[config.mk]
export PLATFORM = sky130hd
export DESIGN_NAME = signed_decimal_text_placer_flat
export DESIGN_NICKNAME = d
export VERILOG_FILES = /design/src/sv/sdtp_pkg.sv /design/src/sv/sdtp_if.sv /design/src/sv/sdtp_seq.sv /design/src/sv/signed_decimal_text_placer.sv /design/src/flat_wrapper.sv
export SDC_FILE = /design/constraint.sdc
export NUM_CORES = 1
export LEC_CHECK = 0
export BUFFER_PORTS_ARGS = -buffer_cell sky130_fd_sc_hd__buf_2
export CAP_MARGIN = 10
export CORE_UTILIZATION = 35
export CTS_BUF_LIST = sky130_fd_sc_hd__clkbuf_4
export CTS_CLUSTER_SIZE = 28
export DETAILED_ROUTE_END_ITERATION = 8
export GPL_TIMING_DRIVEN = 0
export PLACE_DENSITY_LB_ADDON = 0.2
export SLEW_MARGIN = 25
export SYNTH_ARGS = -nofsm -noshare
export SYNTH_HDL_FRONTEND = slang
export SYNTH_SLANG_ARGS = --single-unit
[constraint.sdc]
create_clock -name i_clk -period 13.68 [get_ports i_clk]
set_input_delay 4.104 -clock i_clk [delete_from_list [all_inputs] [get_ports i_clk]]
set_output_delay 4.104 -clock i_clk [all_outputs]
set_load 0.02 [all_outputs]
[src/sv/sdtp_pkg.sv]
// ----------------------------------------------------------------------------
// sdtp_pkg
// Shared widths, character codes and microcode types of the decimal text placer.
// ----------------------------------------------------------------------------
package sdtp_pkg;

    localparam int CHAR_WIDTH_DEF = 6;

    localparam int START_W   = 7;
    localparam int ROW_W     = 3;
    localparam int VALUE_W   = 32;
    localparam int COL_W     = 8;
    localparam int CODE_W    = 7;

    localparam int NUM_DIGITS = 10;
    localparam int BCD_W      = 4 * NUM_DIGITS;
    localparam int BIT_CNT_W  = $clog2(VALUE_W);
    localparam int ND_W       = $clog2(NUM_DIGITS + 1);

    localparam logic [CODE_W-1:0] ASCII_ZERO  = 7'd48;
    localparam logic [CODE_W-1:0] ASCII_MINUS = 7'd45;

    localparam int PC_W = 3;
    typedef logic [PC_W-1:0] t_pc;

    typedef enum logic [2:0] {
        OP_NOP,
        OP_LOAD,
        OP_CONV,
        OP_SKIP,
        OP_SIGN,
        OP_EMIT
    } t_op;

    typedef enum logic [2:0] {
        COND_NEVER,
        COND_ALWAYS,
        COND_BITS_LEFT,
        COND_SKIP_MORE,
        COND_MORE_DIGITS
    } t_cond;

    typedef struct packed {
        t_op   op;
        t_cond cond;
        t_pc   target;
    } t_ctrl;

    typedef struct packed {
        logic bits_left;
        logic skip_more;
        logic more_digits;
    } t_flags;

endpackage

[src/sv/sdtp_if.sv]
// ----------------------------------------------------------------------------
// sdtp_in_if / sdtp_out_if
// Valid/ready channels for numbers in and character cells out.
// ----------------------------------------------------------------------------
interface sdtp_in_if import sdtp_pkg::*; ();
    logic                      valid;
    logic                      ready;
    logic [START_W-1:0]        start_column;
    logic [ROW_W-1:0]          text_row;
    logic signed [VALUE_W-1:0] value;

    modport source(output valid, start_column, text_row, value, input ready);
    modport sink(input valid, start_column, text_row, value, output ready);
endinterface

interface sdtp_out_if import sdtp_pkg::*; ();
    logic               valid;
    logic               ready;
    logic [COL_W-1:0]   column;
    logic [ROW_W-1:0]   row;
    logic [CODE_W-1:0]  char_code;
    logic               last;

    modport source(output valid, column, row, char_code, last, input ready);
    modport sink(input valid, column, row, char_code, last, output ready);
endinterface

[src/sv/sdtp_seq.sv]
// ----------------------------------------------------------------------------
// sdtp_seq
// Microcode ROM and step counter; jumps on datapath flags, holds on stall.
// ----------------------------------------------------------------------------
module sdtp_seq import sdtp_pkg::*; (
    input  logic   i_clk,
    input  logic   i_rst_n,
    input  logic   i_go,
    input  t_flags i_flags,
    output t_ctrl  o_ctrl
);

    localparam t_pc PC_LOAD = t_pc'(0);
    localparam t_pc PC_CONV = t_pc'(1);
    localparam t_pc PC_SKIP = t_pc'(2);
    localparam t_pc PC_SIGN = t_pc'(3);
    localparam t_pc PC_EMIT = t_pc'(4);
    localparam t_pc PC_DONE = t_pc'(5);

    function automatic t_ctrl rom(input t_pc pc);
        t_ctrl cw;
        unique case (pc)
            PC_LOAD: cw = '{op: OP_LOAD, cond: COND_NEVER,       target: PC_LOAD};
            PC_CONV: cw = '{op: OP_CONV, cond: COND_BITS_LEFT,   target: PC_CONV};
            PC_SKIP: cw = '{op: OP_SKIP, cond: COND_SKIP_MORE,   target: PC_SKIP};
            PC_SIGN: cw = '{op: OP_SIGN, cond: COND_NEVER,       target: PC_LOAD};
            PC_EMIT: cw = '{op: OP_EMIT, cond: COND_MORE_DIGITS, target: PC_EMIT};
            PC_DONE: cw = '{op: OP_NOP,  cond: COND_ALWAYS,      target: PC_LOAD};
            default: cw = '{op: OP_NOP,  cond: COND_ALWAYS,      target: PC_LOAD};
        endcase
        return cw;
    endfunction

    t_pc   r_pc;
    t_pc   n_pc;
    t_ctrl cw;
    logic  take;

    assign cw     = rom(r_pc);
    assign o_ctrl = cw;

    always_comb begin
        unique case (cw.cond)
            COND_NEVER:       take = 1'b0;
            COND_ALWAYS:      take = 1'b1;
            COND_BITS_LEFT:   take = i_flags.bits_left;
            COND_SKIP_MORE:   take = i_flags.skip_more;
            COND_MORE_DIGITS: take = i_flags.more_digits;
            default:          take = 1'b1;
        endcase
    end

    always_comb begin
        if (!i_go) begin
            n_pc = r_pc;
        end else if (take) begin
            n_pc = cw.target;
        end else begin
            n_pc = r_pc + t_pc'(1);
        end
    end

    always_ff @(posedge i_clk) begin
        if (!i_rst_n) begin
            r_pc <= PC_LOAD;
        end else begin
            r_pc <= n_pc;
        end
    end

endmodule

[src/sv/signed_decimal_text_placer.sv]
// ----------------------------------------------------------------------------
// signed_decimal_text_placer
// Signed 32-bit number to a run of positioned ASCII character cells.
// ----------------------------------------------------------------------------
// One number is taken at a time. An item passes through a load step, the
// one-bit-per-cycle shift-add-3 binary to BCD loop, steps that strip leading
// zeros, the sign slot, steps that emit the digits and a step to return.
// Characters leave through an output register, so a stalled sink holds the
// sequencer at the next sign or emit step only. Zero gives a single '0'; the
// most negative value prints in full as eleven characters.
module signed_decimal_text_placer import sdtp_pkg::*; #(
    parameter int CHAR_WIDTH = CHAR_WIDTH_DEF
) (
    input  logic       i_clk,
    input  logic       i_rst_n,
    sdtp_in_if.sink    i_in,
    sdtp_out_if.source o_out
);

    t_ctrl  ctrl;
    t_flags flags;
    logic   go;
    logic   slot_free;
    logic   emit;

    logic [VALUE_W-1:0]   r_bin;
    logic [BCD_W-1:0]     r_bcd;
    logic [BCD_W-1:0]     adj;
    logic [BIT_CNT_W-1:0] r_bits;
    logic [ND_W-1:0]      r_nd;
    logic                 r_neg;
    logic [COL_W-1:0]     r_col;
    logic [ROW_W-1:0]     r_row;

    logic                 r_out_valid;
    logic [COL_W-1:0]     r_out_col;
    logic [ROW_W-1:0]     r_out_row;
    logic [CODE_W-1:0]    r_out_code;
    logic                 r_out_last;

    logic [VALUE_W-1:0]   in_raw;
    logic [VALUE_W-1:0]   in_mag;
    logic [3:0]           top;

    sdtp_seq u_seq (
        .i_clk   (i_clk),
        .i_rst_n (i_rst_n),
        .i_go    (go),
        .i_flags (flags),
        .o_ctrl  (ctrl)
    );

    assign in_raw = i_in.value;
    assign in_mag = in_raw[VALUE_W-1] ? (VALUE_W'(0) - in_raw) : in_raw;
    assign top    = r_bcd[BCD_W-1 -: 4];

    assign slot_free = !r_out_valid || o_out.ready;

    always_comb begin
        unique case (ctrl.op)
            OP_LOAD: go = i_in.valid;
            OP_SIGN: go = !r_neg || slot_free;
            OP_EMIT: go = slot_free;
            default: go = 1'b1;
        endcase
    end

    // a character is loaded into the output register this cycle
    assign emit = go && (((ctrl.op == OP_SIGN) && r_neg) || (ctrl.op == OP_EMIT));

    assign flags.bits_left   = (r_bits != '0);
    assign flags.more_digits = (r_nd != ND_W'(1));
    assign flags.skip_more   = (top == 4'd0) && (r_nd != ND_W'(1));

    assign i_in.ready = (ctrl.op == OP_LOAD);

    // add 3 to every digit of 5 or more ahead of the shift
    always_comb begin
        for (int i = 0; i < NUM_DIGITS; i++) begin
            adj[4*i +: 4] = (r_bcd[4*i +: 4] >= 4'd5) ? r_bcd[4*i +: 4] + 4'd3
                                                      : r_bcd[4*i +: 4];
        end
    end

    always_ff @(posedge i_clk) begin
        if (!i_rst_n) begin
            r_out_valid <= 1'b0;
            r_bits      <= '0;
            r_nd        <= ND_W'(NUM_DIGITS);
        end else begin
            if (emit) begin
                r_out_valid <= 1'b1;
            end else if (o_out.ready) begin
                r_out_valid <= 1'b0;
            end
            unique case (ctrl.op)
                OP_LOAD: begin
                    if (go) begin
                        r_bin  <= in_mag;
                        r_bcd  <= '0;
                        r_bits <= BIT_CNT_W'(VALUE_W - 1);
                        r_nd   <= ND_W'(NUM_DIGITS);
                        r_neg  <= in_raw[VALUE_W-1];
                        r_col  <= COL_W'(i_in.start_column);
                        r_row  <= i_in.text_row;
                    end
                end
                OP_CONV: begin
                    {r_bcd, r_bin} <= {adj[BCD_W-2:0], r_bin, 1'b0};
                    r_bits         <= r_bits - BIT_CNT_W'(1);
                end
                OP_SKIP: begin
                    if (flags.skip_more) begin
                        r_bcd <= {r_bcd[BCD_W-5:0], 4'd0};
                        r_nd  <= r_nd - ND_W'(1);
                    end
                end
                OP_SIGN: begin
                    if (r_neg && go) begin
                        r_out_col   <= r_col;
                        r_out_row   <= r_row;
                        r_out_code  <= ASCII_MINUS;
                        r_out_last  <= 1'b0;
                        r_col       <= r_col + COL_W'(CHAR_WIDTH);
                    end
                end
                OP_EMIT: begin
                    if (go) begin
                        r_out_col   <= r_col;
                        r_out_row   <= r_row;
                        r_out_code  <= ASCII_ZERO + CODE_W'(top);
                        r_out_last  <= !flags.more_digits;
                        r_col       <= r_col + COL_W'(CHAR_WIDTH);
                        r_bcd       <= {r_bcd[BCD_W-5:0], 4'd0};
                        // count stays at one after the final digit
                        if (flags.more_digits) begin
                            r_nd <= r_nd - ND_W'(1);
                        end
                    end
                end
                default: begin
                end
            endcase
        end
    end

    assign o_out.valid     = r_out_valid;
    assign o_out.column    = r_out_col;
    assign o_out.row       = r_out_row;
    assign o_out.char_code = r_out_code;
    assign o_out.last      = r_out_last;

`ifndef SYNTHESIS
    a_nd_range: assert property (@(posedge i_clk) disable iff (!i_rst_n)
        (r_nd != '0) && (r_nd <= ND_W'(NUM_DIGITS)))
        else $error("digit count out of range");

    a_load_bits: assert property (@(posedge i_clk) disable iff (!i_rst_n)
        (i_in.valid && i_in.ready) |=> (r_bits == BIT_CNT_W'(VALUE_W - 1)))
        else $error("bit counter not armed on load");

    a_code_kind: assert property (@(posedge i_clk) disable iff (!i_rst_n)
        o_out.valid |-> ((o_out.char_code == ASCII_MINUS) ||
                         ((o_out.char_code >= ASCII_ZERO) &&
                          (o_out.char_code <= ASCII_ZERO + CODE_W'(9)))))
        else $error("character code is neither digit nor minus");

    a_minus_not_last: assert property (@(posedge i_clk) disable iff (!i_rst_n)
        (o_out.valid && (o_out.char_code == ASCII_MINUS)) |-> !o_out.last)
        else $error("minus sign flagged as last character");

    a_no_load_pending: assert property (@(posedge i_clk) disable iff (!i_rst_n)
        (ctrl.op == OP_CONV) |-> (i_in.ready == 1'b0))
        else $error("input accepted during conversion");
`endif

endmodule
[src/flat_wrapper.sv]
// flat-port wrapper written by rule: the top's interface ports become plain ports
module signed_decimal_text_placer_flat import sdtp_pkg::*;
#(
    parameter int CHAR_WIDTH = CHAR_WIDTH_DEF
)
  (i_clk, i_rst_n, i_in_valid, i_in_start_column, i_in_text_row, i_in_value, i_in_ready, o_out_valid, o_out_column, o_out_row, o_out_char_code, o_out_last, o_out_ready);
  sdtp_in_if i_in_i ();
  sdtp_out_if o_out_i ();
  input  logic i_clk;
  input  logic i_rst_n;
  input wire logic [$bits(i_in_i.valid)-1:0] i_in_valid;
  input wire logic [$bits(i_in_i.start_column)-1:0] i_in_start_column;
  input wire logic [$bits(i_in_i.text_row)-1:0] i_in_text_row;
  input wire logic [$bits(i_in_i.value)-1:0] i_in_value;
  output wire logic [$bits(i_in_i.ready)-1:0] i_in_ready;
  output wire logic [$bits(o_out_i.valid)-1:0] o_out_valid;
  output wire logic [$bits(o_out_i.column)-1:0] o_out_column;
  output wire logic [$bits(o_out_i.row)-1:0] o_out_row;
  output wire logic [$bits(o_out_i.char_code)-1:0] o_out_char_code;
  output wire logic [$bits(o_out_i.last)-1:0] o_out_last;
  input wire logic [$bits(o_out_i.ready)-1:0] o_out_ready;
  assign i_in_i.valid = i_in_valid;
  assign i_in_i.start_column = i_in_start_column;
  assign i_in_i.text_row = i_in_text_row;
  assign i_in_i.value = i_in_value;
  assign i_in_ready = i_in_i.ready;
  assign o_out_valid = o_out_i.valid;
  assign o_out_column = o_out_i.column;
  assign o_out_row = o_out_i.row;
  assign o_out_char_code = o_out_i.char_code;
  assign o_out_last = o_out_i.last;
  assign o_out_i.ready = o_out_ready;
  signed_decimal_text_placer #(.CHAR_WIDTH(CHAR_WIDTH)) u_core (.i_clk(i_clk), .i_rst_n(i_rst_n), .i_in(i_in_i), .o_out(o_out_i));
endmodule
======== After elaboration in Yosys (flattened, before gate mapping) ========
Index checks and enable logic that the tools add are counted.
storage, ports and cells
  bits in registers ....................... 116
  bits of input ports ..................... 46
  output and inout bits ................... 21
  logic and storage cells ................. 130
operators by class
  add/sub/neg operators ................... 16
  magnitude comparators ................... 10
  equality and inequality tests ........... 18
  mux-type cells .......................... 46
  reduce and logical (&&, ||, !) cells .... 27
operators by type and width
  operator                                                            number
  case mux 40 bit (4 select lines)                                    1
  two-way mux 40 bit                                                  3
  two-way mux 32 bit                                                  2
  case mux 32 bit (2 select lines)                                    1
  two-way mux 4 bit                                                   13
  case mux 9 bit (5 select lines)                                     1
  greater-or-equal comparator 4 x 3 -> 1 bit (second input constant)  10
  two-way mux 8 bit                                                   5
  adder 4 x 2 -> 4 bit (second input constant)                        9
  subtractor 1 x 32 -> 32 bit (first input constant)                  1
  case mux 8 bit (3 select lines)                                     1
  == test 3 x 2 -> 1 bit (second input constant)                      6
  case mux 8 bit (2 select lines)                                     1
  AND reduction 5 bit                                                 3
  two-way mux 7 bit                                                   2
  case mux 7 bit (2 select lines)                                     1
  == test 3 bit (second input constant)                               4
  two-way mux 3 bit                                                   4
  case mux 4 bit (3 select lines)                                     1
  case mux 5 bit (2 select lines)                                     1
  adder 8 x 3 -> 8 bit (second input constant)                        1
  adder 6 x 4 -> 7 bit (first input constant)                         1
  == test 3 x 1 -> 1 bit (second input constant)                      2
  logical NOT 3 bit                                                   2
  24 further kinds                                                    41

======== Longest topological paths before layout ========
  depth after elaboration ................. 7
  depth in mapped cells ................... 8
  depth with buffers taken out ............ 7

======== Hierarchy ========
A second synthesis with hierarchy kept.
unflattened totals
  cells, all modules ...................... 636
  area, all modules ....................... 6617.6 um2
by module, submodules not included
  module                      times used  cells an instance  area each (um2)  seq. area each (um2)
  signed_decimal_text_placer  1           593                6243.5           3233.1
  sdtp_seq                    1           43                 374.1            60.1

======== Worst setup path after synthesis ========
OpenSTA, ideal clock, no wires.
  path kind ............................... input port to flip-flop
  start ................................... in o_out_ready
  end ..................................... reg u_core.r_bcd[0] (enable)
  library setup time ...................... 487 ps
  data arrival time ....................... 7154 ps
  required time ........................... 13193 ps
  slack ................................... 6039 ps
  stages on the path ...................... 4
  path buffers ............................ 0
  cells stage by stage .................... nor2b_1 -> o21ai_0 -> o21ai_0 -> nor3_1
between the ends
  longest elaborated chain between the ends .. 5
ends and longest elaborated chain
  what                                      RTL line                           text
  start, declared                           flat_wrapper.sv:21                 input wire logic [$bits(o_out_i.ready)-1:0] o_out_ready;
  logical OR 1 bit (*)                      signed_decimal_text_placer.sv:57   assign slot_free = !r_out_valid || o_out.ready;
  logical OR 1 bit                          signed_decimal_text_placer.sv:62   OP_SIGN: go = !r_neg || slot_free;
  case mux 1 bit (3 select lines) (*)       signed_decimal_text_placer.sv:60   unique case (ctrl.op)
  != test 2 x 1 -> 1 bit (no source line)   -
  AND reduction 5 bit (no source line) (*)  -
  end signal, assigned                      signed_decimal_text_placer.sv:109  {r_bcd, r_bin} <= {adj[BCD_W-2:0], r_bin, 1'b0};
  end signal, assigned                      signed_decimal_text_placer.sv:114  r_bcd <= {r_bcd[BCD_W-5:0], 4'd0};
  end signal, assigned                      signed_decimal_text_placer.sv:134  r_bcd <= {r_bcd[BCD_W-5:0], 4'd0};
  end, declared                             signed_decimal_text_placer.sv:27   logic [BCD_W-1:0] r_bcd;
Every way passes the cells marked *; elsewhere a longest branch is shown, timed or not.
A chain may end at the register's enable or synchronous reset.

======== Worst setup path after layout ========
  start ................................... reg u_core.u_seq.r_pc[0]
  end ..................................... out i_in_ready
between the ends
  longest elaborated chain between the ends .. 3
ends and longest elaborated chain
  what                                   RTL line                          text
  start, declared                        sdtp_seq.sv:34                    t_pc r_pc;
  start signal, assigned                 sdtp_seq.sv:67                    r_pc <= n_pc;
  == test 3 bit (tied with other cells)  sdtp_seq.sv:22                    unique case (pc)
  case mux 9 bit (5 select lines) (*)    sdtp_seq.sv:22
  == test 3 x 1 -> 1 bit (*)             signed_decimal_text_placer.sv:75  assign i_in.ready = (ctrl.op == OP_LOAD);
  end, declared                          flat_wrapper.sv:15                output wire logic [$bits(i_in_i.ready)-1:0] i_in_ready;
Marks and branches as above.

==> out/results.tsv <==
metric	value	unit
Final setup viols	0	
crit-path max FO	10	
total grt overflow	0	
global-route usage over all layers	16.07	%
setup tns final	0	ps
Final Cell Area	7572	um2
Final Core Density	41.59	%
PwrDens	181.9	nW/um2
Mean Syn Cell Area	10.23	um2
post-synth net total	721	
Critical Path End Type	output port	
RSZ-0062 raised after global routing	no	
Worst VDD drop	0.06472	mV
Max-cap violations	0	
fill cell count	1779	
worst slack at placement	7156	ps
CTS Hold Buffers Added	0	
ranking of synthesized cells by area	edfxtp_1 46%, o21ai_0 6.2%, ha_1 5.9%	
failing checks	design-rule violations	
status	finished, violations left	
overall power	1.377	mW
Starting DRT DRC Count	392	
initial core utilization	36.20	%
Final #Nets	812	
delay of the slowest critical-path stage	680	ps
CP required	9580	ps
CTS clock-pin slew for the worst setup and hold paths	110	ps
max-slew violation count	0	
sequential share of the synthesized area	49.96	%
actual slew at the worst max-slew pin	1007	ps
CTS tree	done	
# DRC	7	
CP cell instances	ha_1 > clkbuf_1 > or4b_2 > nor2_1 > buf_2	
initial antenna violation count	1	
via count	5122	
Setup CP Type	reg2out	
Worst setup SP type	register	
Core Region	18210	um2
leak pwr	2.796	nW
Sink Count	114	
top-count cell post-synth	edfxtp_1	
Seq. cell area	3293	um2
share of cells above drive strength 1	17.38	%
clock root buffer	clkbuf_4	
H-tree Lvls	4	
ys flop type	edfxtp_1	
post-route ant nets	0	
PostCTS Resize Cnt	0	
Yosys reg bits	114	
Final Cycle Share	47.22	%
Chip Height	139.2	um
Yosys top cell by area	edfxtp_1	
Via density	5.237	
area grow syn2layout	14.88	%
Die Wd	139.2	um
Post CTS Setup Buffer Count	0	
vias in the first global route	5065	
io pins	67	
RePlAce Congestion	0.8547	
combined area of the multi-input logic cells	3024	um2
worst hold path type	reg2reg	
post-synthesis cell count	644	
fmax	0.1548	GHz
top cell type's share of synthesized area	46.01	%
largest net degree at the start of global routing	21	
Hold Fails Final Rpt	0	
Synth warnings	0	
PortBufs	64	
Die ar.	19390	um2
Clock Path Buffers	2	
placed inst area	7295	um2
Detailed Place HPWL	10.92	mm
async set or reset register ratio after synthesis	0	%
CP arrival	2360	ps
number of synthesized flops with an enable pin	101	
post-route setup slack	7220	ps
drt pass-1 iters	9	
max_slew headroom	32.33	%
Clock Latency Late Sink	530	ps
final wirelength	15.07	mm
Final Skew	15.69	ps
Syn Std Cell Area	6591	um2
wire per inst	15.40	um
Min Clock Period, post-route	6460	ps
commonest cells in the synthesized netlist	101 x edfxtp_1, 81 x o21ai_0, 78 x nand2_1	
first-pass GRT wire length	24.76	mm
Unique masters post-synth	58	
Rows	49	
CTS Buf Count	17	
slowest cell on the critical path	or4b_2	
==> sequential cells by signal (all words and copies together), names as in the netlist <==
register / cells
u_core.r_bcd: 40
u_core.r_bin: 32
u_core.o_out.column: 8
u_core.r_col: 8
u_core.o_out.char_code: 5
u_core.r_bits: 5
u_core.r_nd: 4
u_core.o_out.row: 3
u_core.r_row: 3
u_core.u_seq.r_pc: 3
u_core.o_out.last: 1
u_core.o_out.valid: 1
u_core.r_neg: 1
==> cells by family after synthesis <==
kind of cell | after synthesis | synth area share [%]
and+or+nand+nor | 197 | 15.53
AOI/OAI and AO/OA | 181 | 17.03
DFF | 114 | 49.96
buffers and inverters | 67 | 4.480
xor gates and xnor gates | 48 | 6.378
adders and majority gates | 31 | 5.885
muxes | 4 | 0.6264
other | 2 | 0.1139
==> power breakdown <==
group          total, mW  internal, mW  switching [mW]
combinational      0.532         0.206           0.326
clock              0.253         0.121           0.132
sequential         0.592         0.520          0.0719
==> routing by layer <==
| layer | up-vias | GRT usage (%) | wire length, um |
|---|---|---|---|
| met1 | 2461 | 20.58 | 7095 |
| met5 | - | 0 | 0 |
| met3 | 10 | 3.785 | 710 |
| met2 | 124 | 26.69 | 7115 |
| li1 | 2527 | - | - |
| met4 | 0 | 5.205 | 145 |
==> worst paths after layout <==
check	slack, ps	startpoint	to	depth (start not counted)
worst min-delay path	430	u_core.r_row[2]	u_core.o_out.row[2]	0
worst min register to register	430	u_core.r_row[2]	u_core.o_out.row[2]	0
worst max register to register	10450	u_core.u_seq.r_pc[0]	u_core.r_col[3]	6
worst max-delay path	7220	u_core.u_seq.r_pc[0]	i_in_ready	5
==> cell type report <==
class | instances | share of cell area [%]
inverters | 37 | 1.834
multi-input cells | 463 | 39.94
plain buffers | 30 | 2.065
clock buffers | 17 | 1.685
diodes | 1 | 0.03305
flip-flops and latches | 114 | 43.49
clock inverters | 15 | 1.950
well taps | 229 | 3.784
repair buffers | 72 | 5.221
==> per-stage QoR <==
stage | std cells | hold WS (ps)
6_report | 978 | 428.7
5_1_grt | 978 | 440.6
4_1_cts | 977 | 429.1
3_5_place_dp | 945 | 406.1
3_3_place_gp | 937 | 400.6
2_1_floorplan | 644 | 400.3
==> cell usage in the layout (no fill, tap or decap), types with 17 or more instances in the layout <==
cell	Yosys	final
a21oi_1	49	48
buf_2	1	65
clkbuf_1	21	21
clkbuf_4	0	17
edfxtp_1	101	101
ha_1	31	31
inv_1	37	37
nand2_1	78	78
nor2_1	32	32
nor3b_1	20	20
o21ai_0	81	81
xor2_1	33	33
==> worst max-delay path: cells and delay by family, from the launching register on <==
kind,cells,cell delay [ps]
and+or+nand+nor,2,830
buffers and inverters,2,410
DFF,1,380
adders and majority gates,1,210
Power figures use the tool's default switching activity.
